[src/rtl/wsdb_pkg.sv]
// Shared types and codes for the work-stealing deque bank.
// No dependencies; used by every module under rtl/ except wsdb_ram.
package wsdb_pkg;

    // Operation codes
    localparam logic [1:0] OP_PUSH  = 2'd0;
    localparam logic [1:0] OP_POP   = 2'd1;
    localparam logic [1:0] OP_STEAL = 2'd2;
    localparam logic [1:0] OP_NONE  = 2'd3;

    // Status codes
    localparam logic [1:0] ST_DONE  = 2'd0;
    localparam logic [1:0] ST_EMPTY = 2'd1;
    localparam logic [1:0] ST_FULL  = 2'd2;

    // Widths fixed by the request fields
    localparam int unsigned IDX_W  = 4;
    localparam int unsigned TASK_W = 32;
    localparam int unsigned LVL_W  = 7;

    // Command queue between front and back
    localparam int unsigned CMDQ_DEPTH = 2;
    localparam int unsigned CMDQ_AW    = $clog2(CMDQ_DEPTH);

    typedef struct packed {
        logic [1:0]        op;
        logic [IDX_W-1:0]  requester;
        logic [IDX_W-1:0]  victim;
        logic [TASK_W-1:0] task_in;
    } req_t;

    typedef struct packed {
        logic [1:0]        status;
        logic [TASK_W-1:0] task_out;
        logic              throttle;
    } rsp_t;

    // Classified command: target deque already reduced to a valid index
    typedef struct packed {
        logic [1:0]        op;
        logic [IDX_W-1:0]  queue;
        logic              self_steal;
        logic [TASK_W-1:0] task_in;
    } cmd_t;

endpackage

[src/rtl/wsdb_front.sv]
// Front end: accepts requests and classifies them into queue commands.
// Depends on wsdb_pkg.
module wsdb_front #(
    parameter int unsigned NUM_QUEUES = 16
) (
    input  logic              start,
    input  logic              full,
    input  wsdb_pkg::req_t    req,
    output logic              push,
    output wsdb_pkg::cmd_t    cmd
);

    logic [wsdb_pkg::IDX_W-1:0] req_q;
    logic [wsdb_pkg::IDX_W-1:0] vic_q;

    // Reduce worker indexes to the deques that exist
    always_comb
    begin
        req_q = '0;
        vic_q = '0;
        for (int i = 0; i < (1 << wsdb_pkg::IDX_W); i++)
        begin
            if (req.requester == wsdb_pkg::IDX_W'(i))
            begin
                req_q = wsdb_pkg::IDX_W'(i % NUM_QUEUES);
            end
            if (req.victim == wsdb_pkg::IDX_W'(i))
            begin
                vic_q = wsdb_pkg::IDX_W'(i % NUM_QUEUES);
            end
        end
    end

    // Pick the target deque and flag a steal from the own deque
    always_comb
    begin
        cmd.op         = req.op;
        cmd.task_in    = req.task_in;
        cmd.self_steal = (req_q == vic_q);
        cmd.queue      = (req.op == wsdb_pkg::OP_STEAL) ? vic_q : req_q;
    end

    assign push = start && !full;

endmodule

[config.mk]
export PLATFORM = sky130hd
export DESIGN_NAME = wsdb_front
export DESIGN_NICKNAME = d
export VERILOG_FILES = /design/src/rtl/wsdb_pkg.sv /design/src/rtl/wsdb_front.sv
export SDC_FILE = /design/constraint.sdc
export NUM_CORES = 1
export LEC_CHECK = 0
export BUFFER_PORTS_ARGS = -buffer_cell sky130_fd_sc_hd__buf_2
export CAP_MARGIN = 10
export CORE_MARGIN = 5
export CORE_UTILIZATION = 27
export DETAILED_ROUTE_END_ITERATION = 16
export PLACE_DENSITY = 0.91
export SLEW_MARGIN = 20
export SYNTH_ARGS = -nofsm -noshare
export SYNTH_HDL_FRONTEND = slang
export SYNTH_SLANG_ARGS = --single-unit
[constraint.sdc]
create_clock -name vclk -period 1.1
set_input_delay 0.165 -clock vclk [all_inputs]
set_output_delay 0.165 -clock vclk [all_outputs]
set_load 0.01 [all_outputs]
Word-level counts from Yosys, hierarchy flattened
Index checks and enable logic that the tools add are counted.
{"block": "classes", "n_reduce_logical": 2, "mux": 31, "n_eq_ne": 32}
{"cell": "$mux W4", "n": 29}
{"cell": "$eq A4 B4 Y1 const B", "n": 16}
{"cell": "$eq A4 B3 Y1 const B", "n": 8}
{"cell": "$eq A4 B2 Y1 const B", "n": 4}
{"cell": "$eq A4 B1 Y1 const B", "n": 2}
{"cell": "$eq A4 B4 Y1", "n": 1}
{"cell": "$eq A2 B2 Y1 const B", "n": 1}
{"cell": "$mux W1", "n": 2}
{"cell": "$logic_and A1 B1 Y1", "n": 1}
{"cell": "$logic_not A1 Y1", "n": 1}
{"block": "word_totals", "register_bits": 0, "output_inout_bits": 40, "inputBits": 44, "elab_cells": 65}

Longest topological paths before layout
{"block": "logic_depth", "word_depth": 17, "depth_mapped": 2, "ltp_nobuf": 2}

Worst setup path before layout
Ideal clock, no wire load.
{"block": "synth_path", "path_kind": "input port to output port", "startpoint": "in req[33] (netlist name)", "endpoint": "out cmd[32] (netlist name)", "stages": 2, "t_required_ps": 935, "arrival_ps": 675, "slack_ps": 260, "path_buffers": 0, "cell_sequence": "xor2_1 > nor4_2"}
{"element": "from (decl)", "line_no": "wsdb_front.sv:8", "text": "input wsdb_pkg::req_t req,"}
{"element": "to (decl)", "line_no": "wsdb_front.sv:10", "text": "output wsdb_pkg::cmd_t cmd"}

==> results.yml <==
run_status:
  status: "complete, no violations"
final_layout:
  diodes: 0
  num-nets-final: 77
  fin_area_sq_um: 246.5
  clkbuf_count: 0
  syn_to_final_growth_pct: -35.62
  regArea_sq_um: 0
  drive_above_1_share: 0.8387
  final_common_cell: "buf_2"
  layout_common_cells: "buf_2 (20), mux2_4 (4), xor2_1 (4)"
  design.seq.count: 0
global_route:
  grt_max_degree: 5
  antenna_found_initial: 0
  gr-usage-all-layers: 0.04769
  grt_pass1_wl_microns: 800
  grt_pass1_vias: 185
  grt-ovfl-total: 0
synthesis:
  synth_compound_area_frac: 0
  syn-cell-area_sq_um: 382.9
  syn_inst: 45
  ys_warn_count: 0
  avgSynthCellArea_sq_um: 8.508
  synth_xor_area_frac: 0.09150
  yosys.area_share.adder: 0
  yosysSeqAreaShare: 0
  synth_top_family_by_area: "buffers and inverters"
  synth_nets: 89
  netlist-cell-type-count: 6
  synth.mux.area_fraction: 0.1569
  synth_simple_gate_area_share: 0.08497
timing:
  worstMarginPinSlew_ns: 0.2049
  drv_slew: 0
  slew_headroom: 0.8622
  final-setup-viol-count: 0
  fin_tns_setup_ns: 0
  finalHoldViolCount: 0
  fmax_mhz: 950.2
  hold_ws_ns: 0.3300
  period_share: 0.9567
  rsz0062_at_grt: "no"
  layout_min_cycle_time_ns: 1.052
setup_path:
  cp-end-kind: "output port"
  arrival_ns: 0.89
  crit_top_cell: "buf_2"
  critPathTopFamily: "buffers and inverters"
  crit_type: "in2out"
  slowest_delay_ns: 0.27
  slowest_stage: "nor4_2"
  critPathMaxFanout: 2
  required_ns: 0.94
  crit_chain: "buf_2, xor2_1, nor4_2, buf_2"
  critPathLaunchType: "primary input"
  crit_buf_inv: 2
die:
  start_util: 0.2906
  core-area_sq_mm: 0.001318
  die_y_microns: 47.66
  ios: 84
  rows: 13
  die_w_microns: 47.66
  die_area_sq_mm: 0.002271
power:
  swShare: 0.4494
  pwr_density_cell_mw_per_mm2: 414.2
  power_frac_clock: 0
  p_total_w: 0.0001021
  power_leakage_nw: 0.1450
  internal_power_w: 0.00005622
  p_comb_frac: 1.000
  power_switching_w: 0.00004588
  seqPwrFrac: 0
  ir_worst_vdd_mv: 0.1219
drt:
  firstDrtPassIters: 1
  wire_per_inst_microns: 13.78
  via_per_inst: 4.413
  ant_nets: 0
  drc_errors: 0
  vias: 203
  wirelength_microns: 634
  dr.first_iter.drc_count: 0
  m1WireLength_microns: 206
  route.met3.wl_microns: 196
  wl_met2_microns: 211
  top_layer: "met4"
hold_path:
  min-delay-start: "req[18]"
  hold_class: "in2out"
  hold_end: "cmd[18]"
  min_path_cells: 0
placement:
  gp_congestion: 0.5832
  portBuffers: 20
  place_area_sq_um: 246.5
flow_run:
  cap_violations: 0
clocking:
  cts_setup_buffers: 0
  hold_buffers: 0
  cts_resized: 0
==> metrics by stage <==
step                      worst slack, ns  instances    util
after floorplan                    0.2604         45       -
after global placement            0.06145         46  0.1871
after detailed placement          0.02354         46  0.1871
after CTS                         0.02354         46  0.1871
after global routing             0.001994         46  0.1871
final                             0.04758         46  0.1871
==> cells by family after synthesis <==
group / Yosys count
muxes: 4
and+or+nand+nor: 3
xor gates and xnor gates: 4
buffers and inverters: 34
==> power by group through the flow <==
stage | Sequential, W | Combinational, W | Clock [W]
after floorplan | 0 | 0.000177 | 0
after global placement | 0 | 0.000100 | 0
after detailed placement | 0 | 0.000104 | 0
after CTS | 0 | 0.000104 | 0
after global routing | 0 | 0.000110 | 0
final | 0 | 0.000102 | 0
==> how the worst max path moves through the flow <==
stage,start,depth (start not counted),slack (ns),end
after global routing,req[35],4,0.002,cmd[32]
after global placement,req[33],4,0.06,cmd[32]
final,req[35],4,0.05,cmd[32]
after floorplan,req[33],2,0.26,cmd[32]
after CTS,req[33],4,0.02,cmd[32]
after detailed placement,req[33],4,0.02,cmd[32]
==> final cells by class <==
class,count,area (sq um)
fill,150,1071
multi-input combinational,11,127.6
tap,15,18.77
timing repair buffer,20,100.1
==> cells in the mapped netlist <==
master | instances | share of area
xor2_1 | 4 | 0.091
buf_4 | 34 | 0.67
nand2b_4 | 1 | 0.036
mux2_4 | 4 | 0.16
nor4_2 | 1 | 0.033
nor2b_1 | 1 | 0.016
==> per-layer routing <==
metal | up-vias | global-route usage
met1 | 92 | 0.04176
met5 | - | 0
met3 | 8 | 0.04135
li1 | 80 | -
met4 | 0 | 0.02688
met2 | 23 | 0.07487
No activity file was read; power rests on OpenSTA's default activity.
