--- src/rtl/wsdb_pkg.sv ---
// Shared types and codes for the work-stealing deque bank.
// No dependencies; used by every module under rtl/ except wsdb_ram.
package wsdb_pkg;

    // Operation codes
    localparam logic [1:0] OP_PUSH  = 2'd0;
    localparam logic [1:0] OP_POP   = 2'd1;
    localparam logic [1:0] OP_STEAL = 2'd2;
    localparam logic [1:0] OP_NONE  = 2'd3;

    // Status codes
    localparam logic [1:0] ST_DONE  = 2'd0;
    localparam logic [1:0] ST_EMPTY = 2'd1;
    localparam logic [1:0] ST_FULL  = 2'd2;

    // Widths fixed by the request fields
    localparam int unsigned IDX_W  = 4;
    localparam int unsigned TASK_W = 32;
    localparam int unsigned LVL_W  = 7;

    // Command queue between front and back
    localparam int unsigned CMDQ_DEPTH = 2;
    localparam int unsigned CMDQ_AW    = $clog2(CMDQ_DEPTH);

    typedef struct packed {
        logic [1:0]        op;
        logic [IDX_W-1:0]  requester;
        logic [IDX_W-1:0]  victim;
        logic [TASK_W-1:0] task_in;
    } req_t;

    typedef struct packed {
        logic [1:0]        status;
        logic [TASK_W-1:0] task_out;
        logic              throttle;
    } rsp_t;

    // Classified command: target deque already reduced to a valid index
    typedef struct packed {
        logic [1:0]        op;
        logic [IDX_W-1:0]  queue;
        logic              self_steal;
        logic [TASK_W-1:0] task_in;
    } cmd_t;

endpackage

--- src/rtl/wsdb_cmdq.sv ---
// Short command queue between the front end and the back end.
// Depends on wsdb_pkg.
module wsdb_cmdq (
    input  logic              clk,
    input  logic              rst_n,
    input  logic              push,
    input  wsdb_pkg::cmd_t    push_data,
    input  logic              pop,
    output wsdb_pkg::cmd_t    pop_data,
    output logic              full,
    output logic              empty
);

    localparam int unsigned AW = (wsdb_pkg::CMDQ_AW > 0) ? wsdb_pkg::CMDQ_AW : 1;

    wsdb_pkg::cmd_t               entry_reg [wsdb_pkg::CMDQ_DEPTH];
    logic [AW-1:0]                wr_ptr_reg;
    logic [AW-1:0]                wr_ptr_next;
    logic [AW-1:0]                rd_ptr_reg;
    logic [AW-1:0]                rd_ptr_next;
    logic [AW:0]                  count_reg;
    logic [AW:0]                  count_next;

    assign full     = (count_reg == (AW+1)'(wsdb_pkg::CMDQ_DEPTH));
    assign empty    = (count_reg == '0);
    assign pop_data = entry_reg[rd_ptr_reg];

    // Advance pointers and count
    always_comb
    begin
        wr_ptr_next = wr_ptr_reg;
        rd_ptr_next = rd_ptr_reg;
        count_next  = count_reg;
        if (push && !full)
        begin
            wr_ptr_next = (wr_ptr_reg == AW'(wsdb_pkg::CMDQ_DEPTH - 1)) ? '0 : wr_ptr_reg + 1'b1;
        end
        if (pop && !empty)
        begin
            rd_ptr_next = (rd_ptr_reg == AW'(wsdb_pkg::CMDQ_DEPTH - 1)) ? '0 : rd_ptr_reg + 1'b1;
        end
        if ((push && !full) && !(pop && !empty))
        begin
            count_next = count_reg + 1'b1;
        end
        else if (!(push && !full) && (pop && !empty))
        begin
            count_next = count_reg - 1'b1;
        end
    end

    always_ff @(posedge clk or negedge rst_n)
    begin
        if (!rst_n)
        begin
            wr_ptr_reg <= '0;
            rd_ptr_reg <= '0;
            count_reg  <= '0;
        end
        else
        begin
            wr_ptr_reg <= wr_ptr_next;
            rd_ptr_reg <= rd_ptr_next;
            count_reg  <= count_next;
        end
    end

    // Hold entries
    always_ff @(posedge clk)
    begin
        if (push && !full)
        begin
            entry_reg[wr_ptr_reg] <= push_data;
        end
    end

endmodule

--- config.mk ---
export PLATFORM = sky130hd
export DESIGN_NAME = wsdb_cmdq
export DESIGN_NICKNAME = d
export VERILOG_FILES = /design/src/rtl/wsdb_pkg.sv /design/src/rtl/wsdb_cmdq.sv
export SDC_FILE = /design/constraint.sdc
export NUM_CORES = 1
export LEC_CHECK = 0
export ABC_AREA = 0
export BUFFER_PORTS_ARGS = -buffer_cell sky130_fd_sc_hd__buf_2
export CAP_MARGIN = 25
export CORE_AREA = 3 3 86 88
export CTS_BUF_LIST = sky130_fd_sc_hd__clkbuf_8
export DETAILED_ROUTE_END_ITERATION = 10
export DIE_AREA = 0 0 89 91
export PLACE_DENSITY_LB_ADDON = 0.12
export SYNTH_ARGS = -nofsm -noshare
export SYNTH_HDL_FRONTEND = slang
export SYNTH_SLANG_ARGS = --single-unit
--- constraint.sdc ---
create_clock -name clk -period 8.45 [get_ports clk]
set_clock_uncertainty 0.2 [all_clocks]
set_input_delay 1.69 -clock clk [delete_from_list [all_inputs] [get_ports clk]]
set_output_delay 1.69 -clock clk [all_outputs]
set_load 0.005 [all_outputs]
# After elaboration in Yosys (flattened, before gate mapping)
# Memories as Yosys holds them, arrays and structs flattened.
# Cells that the tools add are included.
# word_totals
regBits,4
ramBits,78
in_bits,43
output_inout_bits,41
elab_cells,25
mem_count,1
# op_classes
addsub,4
n_eq_ne,1
n_mux,6
n_reduce_logical,10
# mem_list
memory,depth,word_bits,rd,rd_clocked_by_memory_dff,wr,line,source
entry_reg,2,39,1,0,1,wsdb_cmdq.sv:16,wsdb_pkg::cmd_t entry_reg [wsdb_pkg::CMDQ_DEPTH];
# op_table
operator,n
logical AND 1 bit,4
logical NOT 1 bit,4
two-way mux 1 bit,4
two-way mux 2 bit,2
adder 1 bit (second input constant),2
adder 2 x 1 -> 2 bit (second input constant),1
== test 2 bit (second input constant),1
logical NOT 2 bit,1
nonzero test 2 bit,1
subtractor 2 x 1 -> 2 bit (second input constant),1

# Longest topological paths before layout
# logic_depth
word_depth,7
depth_mapped,7
ltp_nobuf,7

# Worst setup path before layout
# OpenSTA, ideal clock, no wires.
# synth_path
path_kind,in2reg
startpoint,input push
endpoint,memory entry_reg[0][0] in the netlist's numbering (enable)
setup_ns,0.435
arrival_ns,3.422
t_required_ns,7.815
slack_ns,4.392
path_stages,2
n_path_buf,0
cell_sequence,nand2_1 > nor2_1
# synth_between
elab_chain_cells,3
# synth_lines
item,line,source
"start, declared",wsdb_cmdq.sv:6,"input logic push,"
logical AND 1 bit,wsdb_cmdq.sv:71,if (push && !full)
two-way mux 1 bit,wsdb_cmdq.sv:71,
two-way mux 1 bit (not written as such),wsdb_cmdq.sv:73,entry_reg[wr_ptr_reg] <= push_data;
"end, declared",wsdb_cmdq.sv:16,
# Every way passes these cells.

==> flow_summary.ini <==
[run_status]
outcome = finished, final reports clean

[power_and_ir_drop]
power_w = 0.00119
peakVddDrop_mv = 0.212
clkPwrFrac_pct = 21.8
p_sw_w = 0.000326
swShare_pct = 27.4
p_comb_share_pct = 26.2
seqPwrFrac_pct = 52.1
power_density_nw_per_um2 = 322
leakage_nw = 1.41
internal_power_w = 0.000866

[clock_network]
numClockSinks = 82
clk_pin_slew_ns = 0.07
cts_tree = done
cts_buffer_depth = 2
cts_hold_buf = 0
cts-root-buf = clkbuf_8
htreeDepth = 3
cts_resized = 0
clock_latency_ns = 0.32
post_cts_buffers = 0
cts_inserted_buffers = 9

[cells_and_area]
finalNonFillerCells = 315
largest_reg_flops = 78
area_delta_synth_final_pct = 23.3
drive_above_1_share_pct = 59.6
layout_commonest_cell = buf_2
nets = 275
final_cell_mix = buf_2, edfxtp_1, mux2_2
final_area_sq_um = 3710
antennaDiodeCount = 0

[worst_setup_path]
cp_top_family = flip-flops
crit_buf_inv = 1
worstSetupStartpointType = flop
max_stage_delay_ns = 0.94
required_ns = 6.56
crit_fanout = 40
path_class = reg2out
crit_arrival_ns = 1.83
slowest_stage = dfrtp_2
cp-end-kind = primary output
path_cells = mux2_2, buf_2

[placement]
dp_cells = 300
place_area_sq_um = 3520
dp_hpwl_microns = 3490
io_buffers = 83
gp_congestion = 0.743

[logic_synthesis]
yosys.area_share.simple_pct = 0.915
synth_area_leader_cell = edfxtp_1
synth_fa_ha_area_share_pct = 0.416
synth_cell_types = 13
syn-cell-area_sq_um = 3010
synthMuxAreaShare_pct = 14.6
avgSynthCellArea_sq_um = 21.5
ys_warn_count = 0
syn_inst = 140
synth_top_area_share_pct = 77.9
seq_area_frac_synth_pct = 81.2
synth_compound_area_share_pct = 0.166
ys_ff_latch = 82
synth_top_family_by_area = multiplexers
synth_xor_area_share_pct = 1.46
synth.area.top_cells = edfxtp_1, mux2_2, dfrtp_1, buf_4, xnor2_1
syn-num-nets = 184

[drt]
drt-total-wl_microns = 5110
vias = 1542
ant_nets = 0
drc = 0
drt_iter0_drc = 82
dr.pass1.iters = 4
wl_per_cell_microns = 16.2
viasPerCell = 4.90

[floorplanning]
die_x_microns = 89
core-area_sq_um = 6720
die_area_sq_um = 8100
die_h_microns = 91
fp-row-count = 30
pin_count = 84
start_util_pct = 44.8

[sta]
rsz0062_at_grt = no
slew_headroom_pct = 37.2
setup_tns_ns = 0
finalSetupViolCount = 0
slew_violations = 0
finalHoldViolations = 0
fmax_mhz = 269
finalCritPeriodShare_pct = 44.1
worstMarginPinSlew_ns = 0.942
layout_min_cycle_time_ns = 3.72

[grt]
first_global_vias = 1770
grtUsageTotal_pct = 13.3
gr-total-overflow = 0
antenna_found_initial = 0
grt_pass1_wl_microns = 8040
grt_max_degree = 41

[hold_path]
holdCritPathClass = reg2reg

[flow_run]
max-cap-violations = 0
cells by family (layout without fill, tap and decap cells):
group                    Yosys count  after routing
AND/OR/NAND/NOR                    6              6
XOR/XNOR                           5              5
adder cells (fa/ha/maj)            1              1
flip-flops                        82             82
buffers and inverters              6            101
multiplexers                      39             39
AO/OA/AOI/OAI                      1              1
area by class of cell:
type	instances	area (sq um)
fillers	542	3010
inverters	2	7.51
repair buffers	84	435
multi-input cells	52	537
well taps	80	100
flip-flops and latches	82	2440
clock buffers	9	124
clock inverters	6	60.1
cell usage after synthesis:
master and instances:
xor2_1 2, inv_1 2, nor2_1 3, ha_1 1
and3_1 1, xnor2_1 3, dfrtp_1 4, edfxtp_1 78
nand2b_1 1, o21ai_1 1, buf_4 4, mux2_2 39
nand2_1 1
power groups by stage:
stage	Combinational, W	Sequential [W]	Clock (W)
floorplan	0.000221	0.000588	0
global placement	0.000300	0.000625	0
detailed placement	0.000319	0.000634	0
CTS	0.000320	0.000625	0.000269
global route	0.000345	0.000635	0.000288
finish	0.000312	0.000621	0.000259
layer usage:
metal | vias to the layer above | global-route usage (%) | part of all wire [%]
met5 | - | 0 | 0
met4 | 0 | 5.58 | 1.0
met3 | 7 | 3.45 | 5.6
met2 | 53 | 23.8 | 55
met1 | 755 | 14.5 | 38
li1 | 727 | - | -
final timing paths:
kind                         startpoint               end  slack, ns  depth (start not counted)
max reg2reg                count_reg[0]  entry_reg[1][36]       6.39                          2
min                        count_reg[1]      count_reg[1]       0.35                          1
min in group asynchronous         rst_n      count_reg[1]       0.95                          1
max                          rd_ptr_reg      pop_data[28]       4.73                          2
max in group asynchronous         rst_n        rd_ptr_reg       6.96                          1
min reg2reg                count_reg[1]      count_reg[1]       0.35                          1
per-stage QoR:
stage               utilization, %  worst slack, ns  hold slack (ns)
floorplan                        -             4.39            0.261
global placement              52.1             5.09            0.303
detailed placement            52.4             5.03            0.331
CTS                           55.2             4.67            0.349
global route                  55.2             4.60            0.389
finish                        55.2             4.73            0.351
No activity file was read; power rests on OpenSTA's default activity.
